File: config.mk
export PLATFORM = sky130hd
export DESIGN_NAME = ranging_median_aggregator_core
export DESIGN_NICKNAME = d
export VERILOG_FILES = /design/src/rma_pkg.sv /design/src/ranging_median_aggregator_core.sv /design/src/rma_ctrl.sv /design/src/rma_dpath.sv
export SDC_FILE = /design/constraint.sdc
export NUM_CORES = 1
export LEC_CHECK = 0
export CAP_MARGIN = 25
export CORE_MARGIN = 3
export CORE_UTILIZATION = 35
export DETAILED_ROUTE_END_ITERATION = 6
export DONT_BUFFER_PORTS = 1
export PLACE_DENSITY = 0.47
export SLEW_MARGIN = 20
export SYNTH_ARGS = -nofsm -noshare
export SYNTH_HDL_FRONTEND = slang
export SYNTH_SLANG_ARGS = --single-unit
File: constraint.sdc
create_clock -name clk -period 11 [get_ports clk]
set_input_delay 0.55 -clock clk [delete_from_list [all_inputs] [get_ports clk]]
set_output_delay 0.55 -clock clk [all_outputs]
set_load 0.005 [all_outputs]
File: src/rma_pkg.sv
package rma_pkg;

	localparam int MAX_SAMPLES_DEF = 16;
	localparam int DIST_W = 18;
	localparam int STR_W = 8;
	localparam int COUNT_W = 5;
	localparam int FAIL_W = 8;
	localparam int MED_W = 16;
	localparam int CFG_W = 8;
	localparam int CFG_IDX_W = 1;

	localparam logic [COUNT_W-1:0] TARGET_RESET = COUNT_W'(5);
	localparam logic [FAIL_W-1:0] MAXF_RESET = FAIL_W'(5);
	localparam logic [FAIL_W-1:0] FAIL_SAT = '1;
	localparam logic [MED_W-1:0] MEDIAN_MAX = 16'hFFFF;

	localparam logic [CFG_IDX_W-1:0] REG_TARGET = 1'b0;
	localparam logic [CFG_IDX_W-1:0] REG_MAXF = 1'b1;

	typedef enum logic [1:0] {
		OP_GOOD  = 2'd0,
		OP_FAIL  = 2'd1,
		OP_ABORT = 2'd2,
		OP_NOP   = 2'd3
	} op_t;

	typedef enum logic [1:0] {
		STAT_COLLECT = 2'd0,
		STAT_DONE    = 2'd1,
		STAT_PARTIAL = 2'd2,
		STAT_NONE    = 2'd3
	} stat_t;

	typedef enum logic [2:0] {
		ST_IDLE,
		ST_DECIDE,
		ST_SHIFT,
		ST_CHECK,
		ST_FIN,
		ST_MED_HI,
		ST_MED_LO,
		ST_EMIT
	} state_t;

	typedef struct packed {
		logic  load;
		logic  fail_inc;
		logic  fail_clr;
		logic  ins_start;
		logic  shift;
		logic  fin_set;
		stat_t fin_code;
		logic  fin_rd;
		logic  med_hi;
		logic  med_calc;
		logic  res_none;
		logic  res_collect;
		logic  emit;
	} cmd_t;

	typedef struct packed {
		op_t  op;
		logic full;
		logic empty;
		logic shift_done;
		logic target_hit;
		logic fail_limit;
		logic out_free;
	} sts_t;

endpackage

File: src/ranging_median_aggregator_core.sv
// Collects ranging samples for one partner in a sorted store and reports the median
// when a session ends by sample target, by consecutive failures or by abort. Every
// accepted item gives exactly one result item. Items are handled one at a time. A good
// sample that is not dropped is inserted in place, and the insertion moves one entry per
// cycle through the sample memory, past the held samples above the insertion point; a
// good sample that ends the session then has its median formed, and a sample dropped
// because the store is full skips the insertion. The next item can be accepted once the
// result is loaded into the output register, where it waits while the next item is
// processed; a second finished result waits until the first is taken, and the input
// stalls meanwhile.
module ranging_median_aggregator_core #(
	parameter int MAX_SAMPLES = rma_pkg::MAX_SAMPLES_DEF
) (
	input  logic                              clk,
	input  logic                              arst_n,
	input  logic                              in_valid,
	output logic                              in_ready,
	input  logic [1:0]                        operation,
	input  logic signed [rma_pkg::DIST_W-1:0] distance,
	input  logic signed [rma_pkg::STR_W-1:0]  signal_strength,
	output logic                              out_valid,
	input  logic                              out_ready,
	output logic [1:0]                        status,
	output logic [rma_pkg::MED_W-1:0]         median_distance,
	output logic signed [rma_pkg::STR_W-1:0]  median_strength,
	output logic [rma_pkg::COUNT_W-1:0]       sample_count,
	input  logic                              cfg_we,
	input  logic [rma_pkg::CFG_IDX_W-1:0]     cfg_index,
	input  logic [rma_pkg::CFG_W-1:0]         cfg_data
);

	rma_pkg::cmd_t cmd;
	rma_pkg::sts_t sts;

	rma_ctrl u_ctrl (
		.clk      (clk),
		.arst_n   (arst_n),
		.in_valid (in_valid),
		.in_ready (in_ready),
		.sts      (sts),
		.cmd      (cmd)
	);

	rma_dpath #(
		.MAX_SAMPLES (MAX_SAMPLES)
	) u_dpath (
		.clk             (clk),
		.arst_n          (arst_n),
		.cmd             (cmd),
		.sts             (sts),
		.operation       (operation),
		.distance        (distance),
		.signal_strength (signal_strength),
		.cfg_we          (cfg_we),
		.cfg_index       (cfg_index),
		.cfg_data        (cfg_data),
		.out_ready       (out_ready),
		.out_valid       (out_valid),
		.status          (status),
		.median_distance (median_distance),
		.median_strength (median_strength),
		.sample_count    (sample_count)
	);

	a_one_item: assert property (@(posedge clk) disable iff (!arst_n)
		(in_valid && in_ready) |=> !in_ready)
		else $error("item accepted while another is in progress");

	a_none_zero: assert property (@(posedge clk) disable iff (!arst_n)
		(out_valid && status == rma_pkg::STAT_NONE) |->
		(median_distance == '0 && median_strength == '0 && sample_count == '0))
		else $error("empty session result carries data");

	a_collect_zero: assert property (@(posedge clk) disable iff (!arst_n)
		(out_valid && status == rma_pkg::STAT_COLLECT) |->
		(median_distance == '0 && median_strength == '0))
		else $error("collecting result carries a median");

endmodule

File: src/rma_ctrl.sv
module rma_ctrl (
	input  logic          clk,
	input  logic          arst_n,
	input  logic          in_valid,
	output logic          in_ready,
	input  rma_pkg::sts_t sts,
	output rma_pkg::cmd_t cmd
);

	rma_pkg::state_t state_q;
	rma_pkg::state_t state_d;

	always_ff @(posedge clk or negedge arst_n) begin
		if (!arst_n) begin
			state_q <= rma_pkg::ST_IDLE;
		end else begin
			state_q <= state_d;
		end
	end

	always_comb begin
		cmd = '0;
		in_ready = 1'b0;
		state_d = state_q;
		unique case (state_q)
			rma_pkg::ST_IDLE: begin
				in_ready = 1'b1;
				if (in_valid) begin
					cmd.load = 1'b1;
					state_d = rma_pkg::ST_DECIDE;
				end
			end
			rma_pkg::ST_DECIDE: begin
				unique case (sts.op)
					rma_pkg::OP_ABORT: begin
						cmd.fin_set = 1'b1;
						cmd.fin_code = rma_pkg::STAT_PARTIAL;
						state_d = rma_pkg::ST_FIN;
					end
					rma_pkg::OP_FAIL: begin
						cmd.fail_inc = 1'b1;
						if (sts.fail_limit) begin
							cmd.fin_set = 1'b1;
							cmd.fin_code = rma_pkg::STAT_PARTIAL;
							state_d = rma_pkg::ST_FIN;
						end else begin
							cmd.res_collect = 1'b1;
							state_d = rma_pkg::ST_EMIT;
						end
					end
					rma_pkg::OP_GOOD: begin
						cmd.fail_clr = 1'b1;
						if (!sts.full) begin
							cmd.ins_start = 1'b1;
							state_d = rma_pkg::ST_SHIFT;
						end else begin
							state_d = rma_pkg::ST_CHECK;
						end
					end
					default: begin
						cmd.res_collect = 1'b1;
						state_d = rma_pkg::ST_EMIT;
					end
				endcase
			end
			rma_pkg::ST_SHIFT: begin
				cmd.shift = 1'b1;
				if (sts.shift_done) begin
					state_d = rma_pkg::ST_CHECK;
				end
			end
			rma_pkg::ST_CHECK: begin
				if (sts.target_hit) begin
					cmd.fin_set = 1'b1;
					cmd.fin_code = rma_pkg::STAT_DONE;
					state_d = rma_pkg::ST_FIN;
				end else if (sts.fail_limit) begin
					cmd.fin_set = 1'b1;
					cmd.fin_code = rma_pkg::STAT_PARTIAL;
					state_d = rma_pkg::ST_FIN;
				end else begin
					cmd.res_collect = 1'b1;
					state_d = rma_pkg::ST_EMIT;
				end
			end
			rma_pkg::ST_FIN: begin
				if (sts.empty) begin
					cmd.res_none = 1'b1;
					state_d = rma_pkg::ST_EMIT;
				end else begin
					cmd.fin_rd = 1'b1;
					state_d = rma_pkg::ST_MED_HI;
				end
			end
			rma_pkg::ST_MED_HI: begin
				cmd.med_hi = 1'b1;
				state_d = rma_pkg::ST_MED_LO;
			end
			rma_pkg::ST_MED_LO: begin
				cmd.med_calc = 1'b1;
				state_d = rma_pkg::ST_EMIT;
			end
			rma_pkg::ST_EMIT: begin
				if (sts.out_free) begin
					cmd.emit = 1'b1;
					state_d = rma_pkg::ST_IDLE;
				end
			end
			default: begin
				state_d = rma_pkg::ST_IDLE;
			end
		endcase
	end

endmodule

File: src/rma_dpath.sv
module rma_dpath #(
	parameter int MAX_SAMPLES = rma_pkg::MAX_SAMPLES_DEF
) (
	input  logic                                  clk,
	input  logic                                  arst_n,
	input  rma_pkg::cmd_t                         cmd,
	output rma_pkg::sts_t                         sts,
	input  logic [1:0]                            operation,
	input  logic signed [rma_pkg::DIST_W-1:0]     distance,
	input  logic signed [rma_pkg::STR_W-1:0]      signal_strength,
	input  logic                                  cfg_we,
	input  logic [rma_pkg::CFG_IDX_W-1:0]         cfg_index,
	input  logic [rma_pkg::CFG_W-1:0]             cfg_data,
	input  logic                                  out_ready,
	output logic                                  out_valid,
	output logic [1:0]                            status,
	output logic [rma_pkg::MED_W-1:0]             median_distance,
	output logic signed [rma_pkg::STR_W-1:0]      median_strength,
	output logic [rma_pkg::COUNT_W-1:0]           sample_count
);

	localparam int AW = (MAX_SAMPLES > 1) ? $clog2(MAX_SAMPLES) : 1;
	localparam int CW = $clog2(MAX_SAMPLES + 1);
	localparam int TW = (CW > rma_pkg::COUNT_W) ? CW : rma_pkg::COUNT_W;
	localparam int DW = rma_pkg::DIST_W;
	localparam int SW = rma_pkg::STR_W;
	localparam int EW = DW + SW;

	typedef logic [EW-1:0] entry_t;

	entry_t                         mem_q [MAX_SAMPLES];
	entry_t                         rd_q;
	entry_t                         hi_q;
	rma_pkg::op_t                   op_q;
	logic signed [DW-1:0]           dist_q;
	logic signed [SW-1:0]           str_q;
	logic [CW-1:0]                  held_q;
	logic [CW-1:0]                  ptr_q;
	logic [rma_pkg::FAIL_W-1:0]     fail_q;
	logic [rma_pkg::COUNT_W-1:0]    target_q;
	logic [rma_pkg::FAIL_W-1:0]     maxf_q;
	rma_pkg::stat_t                 code_q;
	rma_pkg::stat_t                 res_status_q;
	logic [rma_pkg::MED_W-1:0]      res_dist_q;
	logic [SW-1:0]                  res_str_q;
	logic [rma_pkg::COUNT_W-1:0]    res_count_q;
	logic                           out_valid_q;
	rma_pkg::stat_t                 out_status_q;
	logic [rma_pkg::MED_W-1:0]      out_dist_q;
	logic [SW-1:0]                  out_str_q;
	logic [rma_pkg::COUNT_W-1:0]    out_count_q;

	logic                           mem_we;
	logic                           mem_re;
	logic [AW-1:0]                  waddr;
	logic [AW-1:0]                  raddr;
	entry_t                         wdata;
	logic [CW-1:0]                  held_m1;
	logic [CW-1:0]                  ptr_m2;
	logic [CW-1:0]                  half;
	logic [CW-1:0]                  half_m1;
	logic [rma_pkg::FAIL_W-1:0]     fail_inc;
	logic                           shift_done;
	logic [DW:0]                    dsum;
	logic [DW:0]                    dadj;
	logic [SW:0]                    ssum;
	logic [SW:0]                    sadj;
	logic [DW-1:0]                  med_d;
	logic [SW-1:0]                  med_s;
	logic [rma_pkg::MED_W-1:0]      med_clamp;

	assign held_m1 = held_q - CW'(1);
	assign ptr_m2 = ptr_q - CW'(2);
	assign half = held_q >> 1;
	assign half_m1 = half - CW'(1);
	assign fail_inc = (fail_q == rma_pkg::FAIL_SAT) ? fail_q : fail_q + rma_pkg::FAIL_W'(1);
	assign shift_done = (ptr_q == '0) || ($signed(rd_q[EW-1:SW]) <= dist_q);

	always_comb begin
		sts.op = op_q;
		sts.full = (held_q == CW'(MAX_SAMPLES));
		sts.empty = (held_q == '0);
		sts.shift_done = shift_done;
		sts.target_hit = (TW'(held_q) >= TW'(target_q));
		sts.fail_limit = (op_q == rma_pkg::OP_FAIL) ? (fail_inc >= maxf_q) : (maxf_q == '0);
		sts.out_free = !out_valid_q || out_ready;
	end

	always_comb begin
		mem_we = 1'b0;
		mem_re = 1'b0;
		waddr = ptr_q[AW-1:0];
		wdata = rd_q;
		raddr = held_m1[AW-1:0];
		if (cmd.ins_start) begin
			mem_re = 1'b1;
		end
		if (cmd.shift) begin
			mem_we = 1'b1;
			if (shift_done) begin
				wdata = {dist_q, str_q};
			end else begin
				mem_re = 1'b1;
				raddr = ptr_m2[AW-1:0];
			end
		end
		if (cmd.fin_rd) begin
			mem_re = 1'b1;
			raddr = half[AW-1:0];
		end
		if (cmd.med_hi) begin
			mem_re = 1'b1;
			raddr = half_m1[AW-1:0];
		end
	end

	always_ff @(posedge clk) begin
		if (mem_we) begin
			mem_q[waddr] <= wdata;
		end
		if (mem_re) begin
			rd_q <= mem_q[raddr];
		end
	end

	// The lower middle entry sits in the read register, the upper one in hi_q.
	always_comb begin
		dsum = {hi_q[EW-1], hi_q[EW-1:SW]} + {rd_q[EW-1], rd_q[EW-1:SW]};
		dadj = dsum + {{DW{1'b0}}, dsum[DW]};
		ssum = {hi_q[SW-1], hi_q[SW-1:0]} + {rd_q[SW-1], rd_q[SW-1:0]};
		sadj = ssum + {{SW{1'b0}}, ssum[SW]};
		if (held_q[0]) begin
			med_d = hi_q[EW-1:SW];
			med_s = hi_q[SW-1:0];
		end else begin
			med_d = dadj[DW:1];
			med_s = sadj[SW:1];
		end
		if (med_d[DW-1]) begin
			med_clamp = '0;
		end else if (|med_d[DW-2:rma_pkg::MED_W]) begin
			med_clamp = rma_pkg::MEDIAN_MAX;
		end else begin
			med_clamp = med_d[rma_pkg::MED_W-1:0];
		end
	end

	always_ff @(posedge clk or negedge arst_n) begin
		if (!arst_n) begin
			held_q <= '0;
			fail_q <= '0;
			target_q <= rma_pkg::TARGET_RESET;
			maxf_q <= rma_pkg::MAXF_RESET;
			out_valid_q <= 1'b0;
		end else begin
			if (cfg_we) begin
				unique case (cfg_index)
					rma_pkg::REG_TARGET: target_q <= cfg_data[rma_pkg::COUNT_W-1:0];
					rma_pkg::REG_MAXF:   maxf_q <= cfg_data;
					default: ;
				endcase
			end
			if (cmd.fail_inc) begin
				fail_q <= fail_inc;
			end
			if (cmd.fail_clr) begin
				fail_q <= '0;
			end
			if (cmd.shift && shift_done) begin
				held_q <= held_q + CW'(1);
			end
			if (cmd.res_none || cmd.med_calc) begin
				held_q <= '0;
				fail_q <= '0;
			end
			if (cmd.emit) begin
				out_valid_q <= 1'b1;
			end else if (out_ready) begin
				out_valid_q <= 1'b0;
			end
		end
	end

	always_ff @(posedge clk) begin
		if (cmd.load) begin
			op_q <= rma_pkg::op_t'(operation);
			dist_q <= distance;
			str_q <= signal_strength;
		end
		if (cmd.ins_start) begin
			ptr_q <= held_q;
		end
		if (cmd.shift && !shift_done) begin
			ptr_q <= ptr_q - CW'(1);
		end
		if (cmd.fin_set) begin
			code_q <= cmd.fin_code;
		end
		if (cmd.med_hi) begin
			hi_q <= rd_q;
		end
		if (cmd.res_collect) begin
			res_status_q <= rma_pkg::STAT_COLLECT;
			res_dist_q <= '0;
			res_str_q <= '0;
			res_count_q <= rma_pkg::COUNT_W'(held_q);
		end
		if (cmd.res_none) begin
			res_status_q <= rma_pkg::STAT_NONE;
			res_dist_q <= '0;
			res_str_q <= '0;
			res_count_q <= '0;
		end
		if (cmd.med_calc) begin
			res_status_q <= code_q;
			res_dist_q <= med_clamp;
			res_str_q <= med_s;
			res_count_q <= rma_pkg::COUNT_W'(held_q);
		end
		if (cmd.emit) begin
			out_status_q <= res_status_q;
			out_dist_q <= res_dist_q;
			out_str_q <= res_str_q;
			out_count_q <= res_count_q;
		end
	end

	assign out_valid = out_valid_q;
	assign status = out_status_q;
	assign median_distance = out_dist_q;
	assign median_strength = out_str_q;
	assign sample_count = out_count_q;

	a_held_bound: assert property (@(posedge clk) disable iff (!arst_n)
		held_q <= CW'(MAX_SAMPLES))
		else $error("held count exceeds capacity");

	a_end_clears: assert property (@(posedge clk) disable iff (!arst_n)
		(cmd.res_none || cmd.med_calc) |=> (held_q == '0 && fail_q == '0))
		else $error("session state not cleared after end");

endmodule
# Word level (Yosys, flattened, before mapping)
# Memory sizes are Yosys's and may differ from the RTL's. A register that Yosys moved wholly into a read port is not among the register bits.
# Index checks and enable logic that the tools add are counted.
dict set report op_classes {
  muxes 74
  eq_ne 14
  reduce_logical 21
  magnitude_cmp 3
  bitwise_logic 1
  add_sub_neg 10
}
# operator count
set op_table {}
lappend op_table {{2-to-1 mux 16 bit} 5}
lappend op_table {{2-to-1 mux 8 bit} 8}
lappend op_table {{2-to-1 mux 26 bit} 2}
lappend op_table {{2-to-1 mux 5 bit} 7}
lappend op_table {{2-to-1 mux 1 bit} 28}
lappend op_table {{case mux 3 bit (8 select lines)} 1}
lappend op_table {{2-to-1 mux 3 bit} 7}
lappend op_table {{adder 18 x 18 -> 19 bit} 1}
lappend op_table {{adder 19 x 1 -> 19 bit} 1}
lappend op_table {{<= comparator 18 bit} 1}
lappend op_table {{2-to-1 mux 18 bit} 1}
lappend op_table {{2-to-1 mux 4 bit} 4}
lappend op_table {{== test 3 bit, second input constant} 4}
lappend op_table {{2-to-1 mux 2 bit} 6}
lappend op_table {{case mux 3 bit (2 select lines)} 2}
lappend op_table {{logical NOT 5 bit} 2}
lappend op_table {{adder 8 x 8 -> 9 bit} 1}
lappend op_table {{adder 9 x 1 -> 9 bit} 1}
lappend op_table {{case mux 3 bit (3 select lines)} 1}
lappend op_table {{adder 8 x 1 -> 8 bit, second input constant} 1}
lappend op_table {{== test 8 bit, second input constant} 1}
lappend op_table {{>= comparator 8 bit} 1}
lappend op_table {{logical NOT 8 bit} 1}
lappend op_table {{subtractor 4 x 1 -> 4 bit, second input constant} 2}
lappend op_table {{23 further kinds} 34}
dict set report word_totals {
  ram_bits 416
  mem_count 1
  regBits 153
  word_cells 144
  output_inout_bits 33
  input_bits 42
}
# memory depth width read_ports rd_clocked_by_memory_dff write_ports line_no
set mem_list {}
lappend mem_list {u_dpath.mem_q 16 26 1 1 1 rma_dpath.sv:31} ;# entry_t mem_q [MAX_SAMPLES];

# Depth between registers and ports, before layout
# Gate-level depths: netlist (run 1).
dict set report logic_depth {
  ltp_word 10
  mapped_depth 20
  depth_no_buf 19
}

# By module
# From an unflattened synthesis (run 1), not the netlist that was laid out.
dict set report hier_totals {
  cells_unflattened 2081
  area_unflattened_um2 27518.9
}
# mod n_inst area_per_inst_um2 seq_area_each_um2 cells_per_inst
set by_module_without_submodules {}
lappend by_module_without_submodules {rma_dpath 1 27078.5 17646.9 2019}
lappend by_module_without_submodules {rma_ctrl 1 440.4 75.1 62}

# Worst setup path before layout (run 1)
# OpenSTA, ideal clock, no wires.
dict set report synth_timing {
  kind {register to register}
  start {register u_dpath.fail_q[0] (netlist bit)}
  end {register u_dpath.res_count_q[0] (netlist bit) (enable)}
  required_ns 10.607
  synth_period_minus_slack_ns 4.664
  setup_ns 0.393
  t_arrival_ns 4.271
  path_buffers 1
  stages_incl_launch_ff 17
  setup_slack_ns 6.336
  cell_sequence {dfrtp_1 > ha_1 > and3_1 > clkbuf_1 > nand3_1 > mux2_2 > ha_1 > a21o_1 > a21o_1 > a21o_1 > a21o_1 > a21o_1 > a21o_1 > a21oi_1 > o211ai_1 > a211oi_1 > nand2b_1}
}
dict set report synth_between {
  elab_chain_cells 8
  elab_cells_between_ends 10
  classes_between {add/sub: 1; order compare: 1; eq/ne: 1; mux: 6; reduce/logical: 1}
}
# item line_no
set synth_rtl {}
lappend synth_rtl {{start: declaration} rma_dpath.sv:39} ;# logic [rma_pkg::FAIL_W-1:0] fail_q;
lappend synth_rtl {{start signal: assignment} rma_dpath.sv:164} ;# fail_q <= fail_inc;
lappend synth_rtl {{adder 8 x 1 -> 8 bit / == test 8 bit (equally long branches)} rma_dpath.sv:76} ;# assign fail_inc = (fail_q == rma_pkg::FAIL_SAT) ? fail_q : fail_q + rma_pkg::FAIL_W'(1);
lappend synth_rtl {{2-to-1 mux 8 bit *} rma_dpath.sv:76}
lappend synth_rtl {{>= comparator 8 bit *} rma_dpath.sv:85} ;# sts.fail_limit = (op_q == rma_pkg::OP_FAIL) ? (fail_inc >= maxf_q) : (maxf_q == '0);
lappend synth_rtl {{2-to-1 mux 1 bit *} rma_dpath.sv:85}
lappend synth_rtl {{2-to-1 mux 1 bit *} {rma_ctrl.sv:42, rma_ctrl.sv:77}}
lappend synth_rtl {{case mux 1 bit (2 select lines) / 2-to-1 mux 1 bit (equally long branches)} {rma_ctrl.sv:34, rma_ctrl.sv:73}}
lappend synth_rtl {{case mux 1 bit (2 select lines) *} rma_ctrl.sv:25} ;# unique case (state_q)
lappend synth_rtl {{nonzero test 3 bit (no source line) *} --}
lappend synth_rtl {{end signal: assignment} rma_dpath.sv:206} ;# res_count_q <= rma_pkg::COUNT_W'(held_q);
lappend synth_rtl {{end signal: assignment} rma_dpath.sv:218} ;# res_count_q <= rma_pkg::COUNT_W'(held_q);
lappend synth_rtl {{end: declaration} rma_dpath.sv:46} ;# logic [rma_pkg::COUNT_W-1:0] res_count_q;
# Every way passes the cells marked *; elsewhere a longest branch is shown, timed or not.
# A chain may end at the register's enable or synchronous reset.

# Final worst setup path (run 1)
dict set report layout_timing {
  start {register u_dpath.rd_q[23], read port of u_dpath.mem_q}
  end {register u_dpath.rd_q[21], read port of u_dpath.mem_q, data pin}
}
dict set report layout_between {
  elab_chain_cells 6
  elab_cells_between_ends 10
  classes_between {order compare: 1; mux: 8; reduce/logical: 1}
}
# item line_no
set layout_rtl {}
lappend layout_rtl {{start: declaration} rma_dpath.sv:32} ;# entry_t rd_q;
lappend layout_rtl {{<= comparator 18 bit *} rma_dpath.sv:77} ;# assign shift_done = (ptr_q == '0) || ($signed(rd_q[EW-1:SW]) <= dist_q);
lappend layout_rtl {{logical OR 1 bit *} rma_dpath.sv:77}
lappend layout_rtl {{2-to-1 mux 4 bit / 2-to-1 mux 1 bit (equally long branches)} rma_dpath.sv:100} ;# if (shift_done) begin
lappend layout_rtl {{2-to-1 mux 4 bit / 2-to-1 mux 1 bit (equally long branches)} rma_dpath.sv:98} ;# if (cmd.shift) begin
lappend layout_rtl {{2-to-1 mux 4 bit / 2-to-1 mux 1 bit (equally long branches)} rma_dpath.sv:107} ;# if (cmd.fin_rd) begin
lappend layout_rtl {{2-to-1 mux 4 bit / 2-to-1 mux 1 bit (equally long branches)} rma_dpath.sv:111} ;# if (cmd.med_hi) begin
# Marked as above.

==> results of run 1 <==
-- registers in the layout (all words and copies together) (netlist names), 16 cells and up --
signal                   cells
u_dpath.dist_q              18
u_dpath.rd_q                26
u_dpath.hi_q                26
u_dpath.res_dist_q          16
u_dpath.median_distance     16
u_dpath.mem_q              416
-- Yosys cell counts, types with 7 or more instances --
master / count
a21o_1: 21
a21oi_1: 100
a21oi_2: 11
a22oi_1: 50
a31oi_1: 12
a32o_1: 7
and2_1: 8
and3_1: 9
buf_1: 9
buf_2: 54
buf_4: 16
clkbuf_1: 67
dfrtp_1: 26
edfxtp_1: 565
ha_1: 77
inv_1: 58
mux2_2: 34
mux2i_1: 79
nand2_1: 50
nand2b_1: 17
nand3_1: 53
nand4_1: 33
nor2_1: 273
nor2b_1: 15
nor3_1: 14
o2111ai_1: 52
o21a_1: 8
o21ai_0: 120
o21ai_1: 7
o21bai_1: 7
o221ai_1: 25
o22ai_1: 139
o32ai_1: 50
or3_1: 8
xnor2_1: 40
xor2_1: 14
-- where the power goes --
group,internal [mW],switching (mW),leakage [nW]
Sequential,3.22,0.212,5.52
Combinational,1.50,3.10,4.38
Clock,1.38,0.932,1.11
-- critical path, cell delays in order (launching register included) --
cell	delay [ns]
edfxtp_1	0.56
ha_1	0.37
nand4_1	0.25
nor4b_2	0.09
a31oi_1	0.64
nand3_1	0.19
a21o_2	0.27
nand2_2	0.24
mux2_4	0.55
nor2_4	0.84
buf_4	0.89
o21ai_0	0.21
a22oi_1	0.28
nand4_1	0.42
-- logic make-up after synthesis --
family                   count (synthesis)  synth area share, %
AO/OA/AOI/OAI                          652                 15.7
XOR/XNOR                                55                 1.74
adder cells (fa/ha/maj)                 79                 3.56
buffers and inverters                  210                 3.37
flip-flops                             595                 62.9
multiplexers                           114                 4.22
AND/OR/NAND/NOR                        509                 8.52
-- metal layers --
layer | GRT usage, % | vias up
met2 | 31.6 | 772
met4 | 7.13 | 6
met5 | 0 | -
met3 | 4.38 | 157
li1 | - | 8622
met1 | 25.6 | 9510
-- worst max path at each step --
stage                 startpoint                endpoint  cells past startpoint
2_1_floorplan  u_dpath.fail_q[0]  u_dpath.res_count_q[0]                     16
3_3_place_gp    u_dpath.ptr_q[1]        u_dpath.rd_q[21]                     13
5_1_grt         u_dpath.rd_q[23]        u_dpath.rd_q[21]                     13
6_report        u_dpath.rd_q[23]        u_dpath.rd_q[21]                     13
4_1_cts         u_dpath.rd_q[23]        u_dpath.rd_q[21]                     13
3_5_place_dp    u_dpath.rd_q[23]        u_dpath.rd_q[21]                     13
-- area by class of cell --
type                       count  share of cell area [%]
sequential                   595                    55.9
multi-input combinational   1409                    30.6
clock buffer                  80                    5.67
tap                         1050                    4.14
timing repair buffer          56                    1.50
clock inverter                44                    1.45
inverter                      60                   0.710
antenna                        5                  0.0394
-- timing repair --
item	4_1_cts	5_1_grt
hold buffers	13	0
buffers inserted	0	0
hold endpoints to repair	41	0
==> results.md, run 1 <==
* Final Setup Violations at 0
* Slew Viols, Final at 0
* Overall Power at 10.3 mW
* Synth Flop Type: edfxtp_1
* Top Ports at 75
* Pre-CTS setup slack at 4.65 ns
* Most frequent cells in the layout: 565 x edfxtp_1, 260 x nor2_1, 139 x o22ai_1
* Setup TNS at 0 ns
* Rel. slew slack at 28.2%
* Min-delay worst type: in -> reg
* Final period util at 57.5%
* FP Rows at 103
* Final Hold Fails at 0
* RSZ-0062 raised after global routing: false
* Worst Tran Pin Value at 1.08 ns
* Fin area at 31700 µm²
* R2r setup slk at 4.68 ns
* H-tree Lvls at 3
* Crit start category: register
* R2R Path End: u_dpath.rd_q[21]
* Hold Path Origin: distance[15]
* Starting density of the core at 35.5%
* Max Clock Freq at 158 MHz
* Dominant cell type by area after synthesis: edfxtp_1
* 1st-iter DRT viols at 1882
* Worst EP required at 11.18 ns
* Fin crit period at 6.32 ns
* Final WL at 82800 µm
* Ranking of synthesized cells by area: edfxtp_1 60%, nor2_1 3.6%, ha_1 3.4%, o22ai_1 3.1%, mux2i_1 2.8%
* Vias in the first global route at 18800
* Layout area overhead at 12.6%
* Initial antenna violation count at 9
* Warnings, synthesis at 0
* # fillers at 7488
* Register Area at 17700 µm²
* Die area at 84000 µm²
* Reg2reg path depth at 13
* Critical path class: reg -> reg
* Flops & latches, synth at 595
* Commonest non-fill, non-tap cell in the layout: edfxtp_1
* PostCTS Resize Cnt at 0
* GRT Residual Overflow at 0
* Worst r2r src: u_dpath.rd_q[23]
* Core Area at 79400 µm²
* Wire per inst at 25.1 µm
* Root Buffer Master: clkbuf_16
* Leakage power at 11.0 nW
* Yosys cell types at 86
* Sink Count at 595
* Worst Clk Skew at 0.0295 ns
* Non-Filler Instances at 3299
* Vias per cell at 5.78
* Max-Cap Viols at 0
* Final GP Congestion at 0.803
* Die H at 290 µm
* Worst EP arrival at 6.50 ns
* Vias at 19100
* Status: finished clean
* Pin count of the biggest net entering global routing at 189
* Post-synth ARST share at 5.04%
* CTS Buffer Depth at 3
* Core Util, Final at 40.0%
* DRC Markers at 0
* HPWL after DPL at 47700 µm
* Met1 WL at 35200 µm
* Peak supply drop at 0.420 mV
* Router iterations before antenna repair at 5
* Top routing layer used: met5
* Synth Cell Area at 28200 µm²
* Metal3 WL at 6310 µm
* WHS Endpoint: u_dpath.dist_q[15]
* Final worst slack at 4.68 ns
* TritonCTS clock tree: done
* Num CTS Buffers at 69
* Clock slew at reported path FFs at 0.06 ns
* Avg Inst Size Synth at 12.7 µm²
* Die width at 290 µm
* Pwr/cell area at 326 nW/µm²
* Post-Place Cell Area at 29300 µm²
* First-pass GRT wire length at 122000 µm
* Max FO, Critical Path at 71
* Cells after DPL at 3157
* Nets at 2312
* Hold Slack at 0.0406 ns
* Post-synthesis sequential area ratio at 62.9%
* Share of cells above drive strength 1 at 11.4%
* Post-synth EDFFs at 565
* Post-Syn Nets at 2335
* Tot GR Track Use at 19.5%
* Hold depth at 0
* IO Port Bufs at 0
* Share of the synthesized area in the top cell type at 60.2%
* Routed Antenna Nets at 0
* Setup crit end kind: register
* Worst skew pair latency at 0.61 ns
* Met2 Routed Length at 38900 µm
* Area of the multi-input gates at 9720 µm²
* Mapped Cells at 2214
Note: power is estimated with default switching activity, not from simulation.
==> run 2, diff against run 1 <==
- ABC_AREA: not set -> 1
- PLACE_DENSITY: 0.47 -> 0.49
- clock period: 11 -> 5.5 ns (I/O delays scaled with it)
==> run 2 against run 1 <==
Net effect:
- maximum frequency grew 42%
- flip-flop and latch count stayed put
- worst setup slack got worse by 3.6 ns
- critical endpoint is now u_dpath.rd_q[9]
==> results.md, run 2 <==
* Layout area overhead at 13.9%
* NetSw at 8.30 mW (+96%)
* H-tree Lvls at 2 (-1)
* Hold Buf Count CTS at 42 (+29)
* Register Area at 17700 µm² (unchanged)
* # fillers at 7680 (+2.6%)
* Max-Cap Viols at 0 (unchanged)
* PostCTS Resize Cnt at 0 (unchanged)
* Router iterations before antenna repair at 6 (+1)
* Worst r2r src: u_dpath.rd_q[17]
* TritonCTS clock tree: done
* Hold Slack at 0.0615 ns (+0.0209 ns)
* Reg2reg path depth at 17 (+4)
* Setup crit end kind: register
* 1st-iter DRT viols at 1530 (-19%)
* Core Util, Final at 40.5% (+0.52 points)
* Seq pwr share at 34.5% (+1.3 points)
* Warnings, synthesis at 0 (unchanged)
* Synth Flop Type: edfxtp_1
* Flops & latches, synth at 595 (unchanged)
* Peak supply drop at 0.631 mV (+50%)
* HPWL after DPL at 44200 µm (-7.4%)
* Post-synth EDFFs at 565 (unchanged)
* Min-delay worst type: in -> reg
* Final GP Congestion at 0.856 (+6.7%)
* Post-Syn Nets at 2891 (+24%)
* FP Rows at 103 (unchanged)
* Clock slew at reported path FFs at 0.06 ns (about the same)
* Final WL at 75600 µm (-8.8%)
* Sw Share at 42.5% (+1.5 points)
* Area of the multi-input gates at 8710 µm² (-10%)
* GRT Residual Overflow at 0 (unchanged)
* Final period util at 80.7% (+23 points)
* Top Ports at 75 (unchanged)
* Max Clock Freq at 225 MHz (+42%)
* Dominant cell type by area after synthesis: edfxtp_1
* Sink Count at 595 (unchanged)
* Cells after DPL at 3751 (+19%)
* Most common cell in the netlist: nand2_1
* Rel. slew slack at 28.7% (+0.50 points)
* Worst setup path startpoint: u_dpath.rd_q[17]
* Worst Tran Pin Value at 1.07 ns (-0.00747 ns)
* Pre-CTS setup slack at 1.06 ns (-3.59 ns)
* Overall Power at 19.5 mW (+89%)
* Status: finished clean
* Final Hold Fails at 0 (unchanged)
* RSZ-0062 raised after global routing: false
* Final worst slack at 1.06 ns (-3.62 ns)
* Vias per cell at 5.00 (-14%)
* Largest register by flop count: u_dpath.mem_q
* Core Area at 79400 µm² (unchanged)
* Ranking of synthesized cells by area: edfxtp_1 60%, nand3_1 9.3%, nand2_1 8.5%, inv_1 5.0%, ha_1 3.4%
* DRC Markers at 0 (unchanged)
* Worst EP required at 5.85 ns (-5.33 ns)
* Synth Cell Area at 28200 µm² (+0.17%)
* Mapped Cells at 2770 (+25%)
* Num CTS Buffers at 61 (-12%)
* Slew Viols, Final at 0 (unchanged)
* Fin crit period at 4.44 ns (-1.88 ns)
* Critical Path End: u_dpath.rd_q[9]
* Fin area at 32100 µm² (+1.3%)
* Vias in the first global route at 19400 (+2.9%)
* Tot GR Track Use at 17.7% (-1.8 points)
* Non-Filler Instances at 3911 (+19%)
* Vias at 19500 (+2.5%)
* Avg Inst Size Synth at 10.2 µm² (-20%)
* Crit start category: register
* Worst Clk Skew at 0.0220 ns (-0.00749 ns)
* Pin count of the biggest net entering global routing at 181 (-4.2%)
* Die area at 84100 µm² (+0.16%)
* Yosys cell types at 54 (-37%)
* Post-synth ARST share at 5.04% (unchanged)
* Int Pwr at 11.2 mW (+84%)
* Top flop regs: u_dpath.mem_q: 416 flops, u_dpath.hi_q: 26 flops, u_dpath.rd_q: 26 flops
* Routed Antenna Nets at 0 (unchanged)
* Root Buffer Master: clkbuf_16
* Post-Place Cell Area at 29600 µm² (+1.1%)
* Clk network pwr share at 21.7% (-0.7 points)
* Commonest cells post-synth: 636 x nand2_1, 565 x edfxtp_1, 527 x nand3_1
* Worst EP arrival at 4.79 ns (-1.71 ns)
* IO Port Bufs at 0 (unchanged)
* Combinational power share at 43.8% (-0.6 points)
* Share of cells above drive strength 1 at 8.25% (-3.2 points)
* Share of the synthesized area in the top cell type at 60.1% (-0.10 points)
* Postcts setup bufs at 0 (unchanged)
* R2R Path End: u_dpath.rd_q[9]
* Wire per inst at 19.3 µm (-23%)
* Initial antenna violation count at 1 (-8)
* Most frequent cells in the layout: 634 x nand2_1, 565 x edfxtp_1, 526 x nand3_1
* Leakage power at 13.1 nW (+19%)
* Starting density of the core at 35.6% (+0.060 points)
* Worst skew pair latency at 0.65 ns (+0.04 ns)
* CTS Buffer Depth at 3 (unchanged)
* Final Setup Violations at 0 (unchanged)
* Critical path class: reg -> reg
* Die width at 290 µm (about the same)
* First-pass GRT wire length at 116000 µm (-4.4%)
* Max reg flops at 416 (unchanged)
* Setup TNS at 0 ns (unchanged)
* Pwr/cell area at 607 nW/µm² (+86%)
* Die H at 290 µm (about the same)
* Nets at 2928 (+27%)
* R2r setup slk at 1.06 ns (-3.62 ns)
* Max FO, Critical Path at 180 (+150%)
* Commonest non-fill, non-tap cell in the layout: nand2_1
* Post-synthesis sequential area ratio at 62.8% (-0.11 points)
==> run 2: cell families (layout without fill, tap and decap cells) <==
group,after synthesis,in the layout,share of synthesized area [%]
flip-flops,595,595,62.8
AND/OR/NAND/NOR,1373,1373,21.7
XOR/XNOR,40,40,1.32
buffers and inverters,511,601,7.15
AO/OA/AOI/OAI,172,172,3.46
other,0,1,0
adder cells (fa/ha/maj),79,79,3.55
==> run 2: routing by layer <==
layer	vias up	share of wire (%)	GRT usage [%]
met5	-	0.017	0
met4	2	3.2	5.77
met3	137	5.7	2.85
met2	561	47	29.0
met1	9421	44	24.0
li1	9416	-	-
==> run 2: layout make-up <==
cell class	instances	share of cell area, %
diodes	1	0.00778
flip-flops and latches	595	55.1
well taps	1050	4.09
inverters	386	4.51
clock buffers	71	4.87
clock inverters	45	1.49
multi-input cells	1664	27.1
repair buffers	99	2.81
==> run 2: critical path, cell delays in order (launching register included) <==
cell	delay, ns
edfxtp_1	0.52
ha_1	0.36
nand2_1	0.07
nor2_1	0.36
nand2_1	0.22
nand3_1	0.11
nand2_1	0.08
nand3_2	0.10
nand4_4	0.24
nand2_1	0.16
nand3_1	0.12
nand2_4	0.33
buf_12	0.53
nand3_1	0.16
nand3_1	0.14
nand3_1	0.08
nand3_1	0.10
nand2_1	0.15
==> run 2: worst min path at each step <==
stage | to | start | slack (ns) | cells after the start
detailed placement | u_dpath.target_q[3] | arst_n | -0.02 | 0
finish | u_dpath.maxf_q[0] | cfg_index | 0.06 | 3
global placement | u_dpath.target_q[3] | arst_n | -0.02 | 0
global route | u_dpath.held_q[3] | arst_n | 0.07 | 2
CTS | u_dpath.maxf_q[0] | cfg_index | 0.02 | 3
floorplan | u_ctrl.state_q[0] | arst_n | -0.02 | 0
==> run 2: power groups by stage <==
stage	sequential, mW	clock (mW)	combinational [mW]
floorplan	6.66	0	6.06
global placement	6.83	0	8.43
finish	6.74	4.23	8.55
detailed placement	6.84	0	8.50
CTS	6.75	4.34	8.57
global route	6.80	4.51	9.66
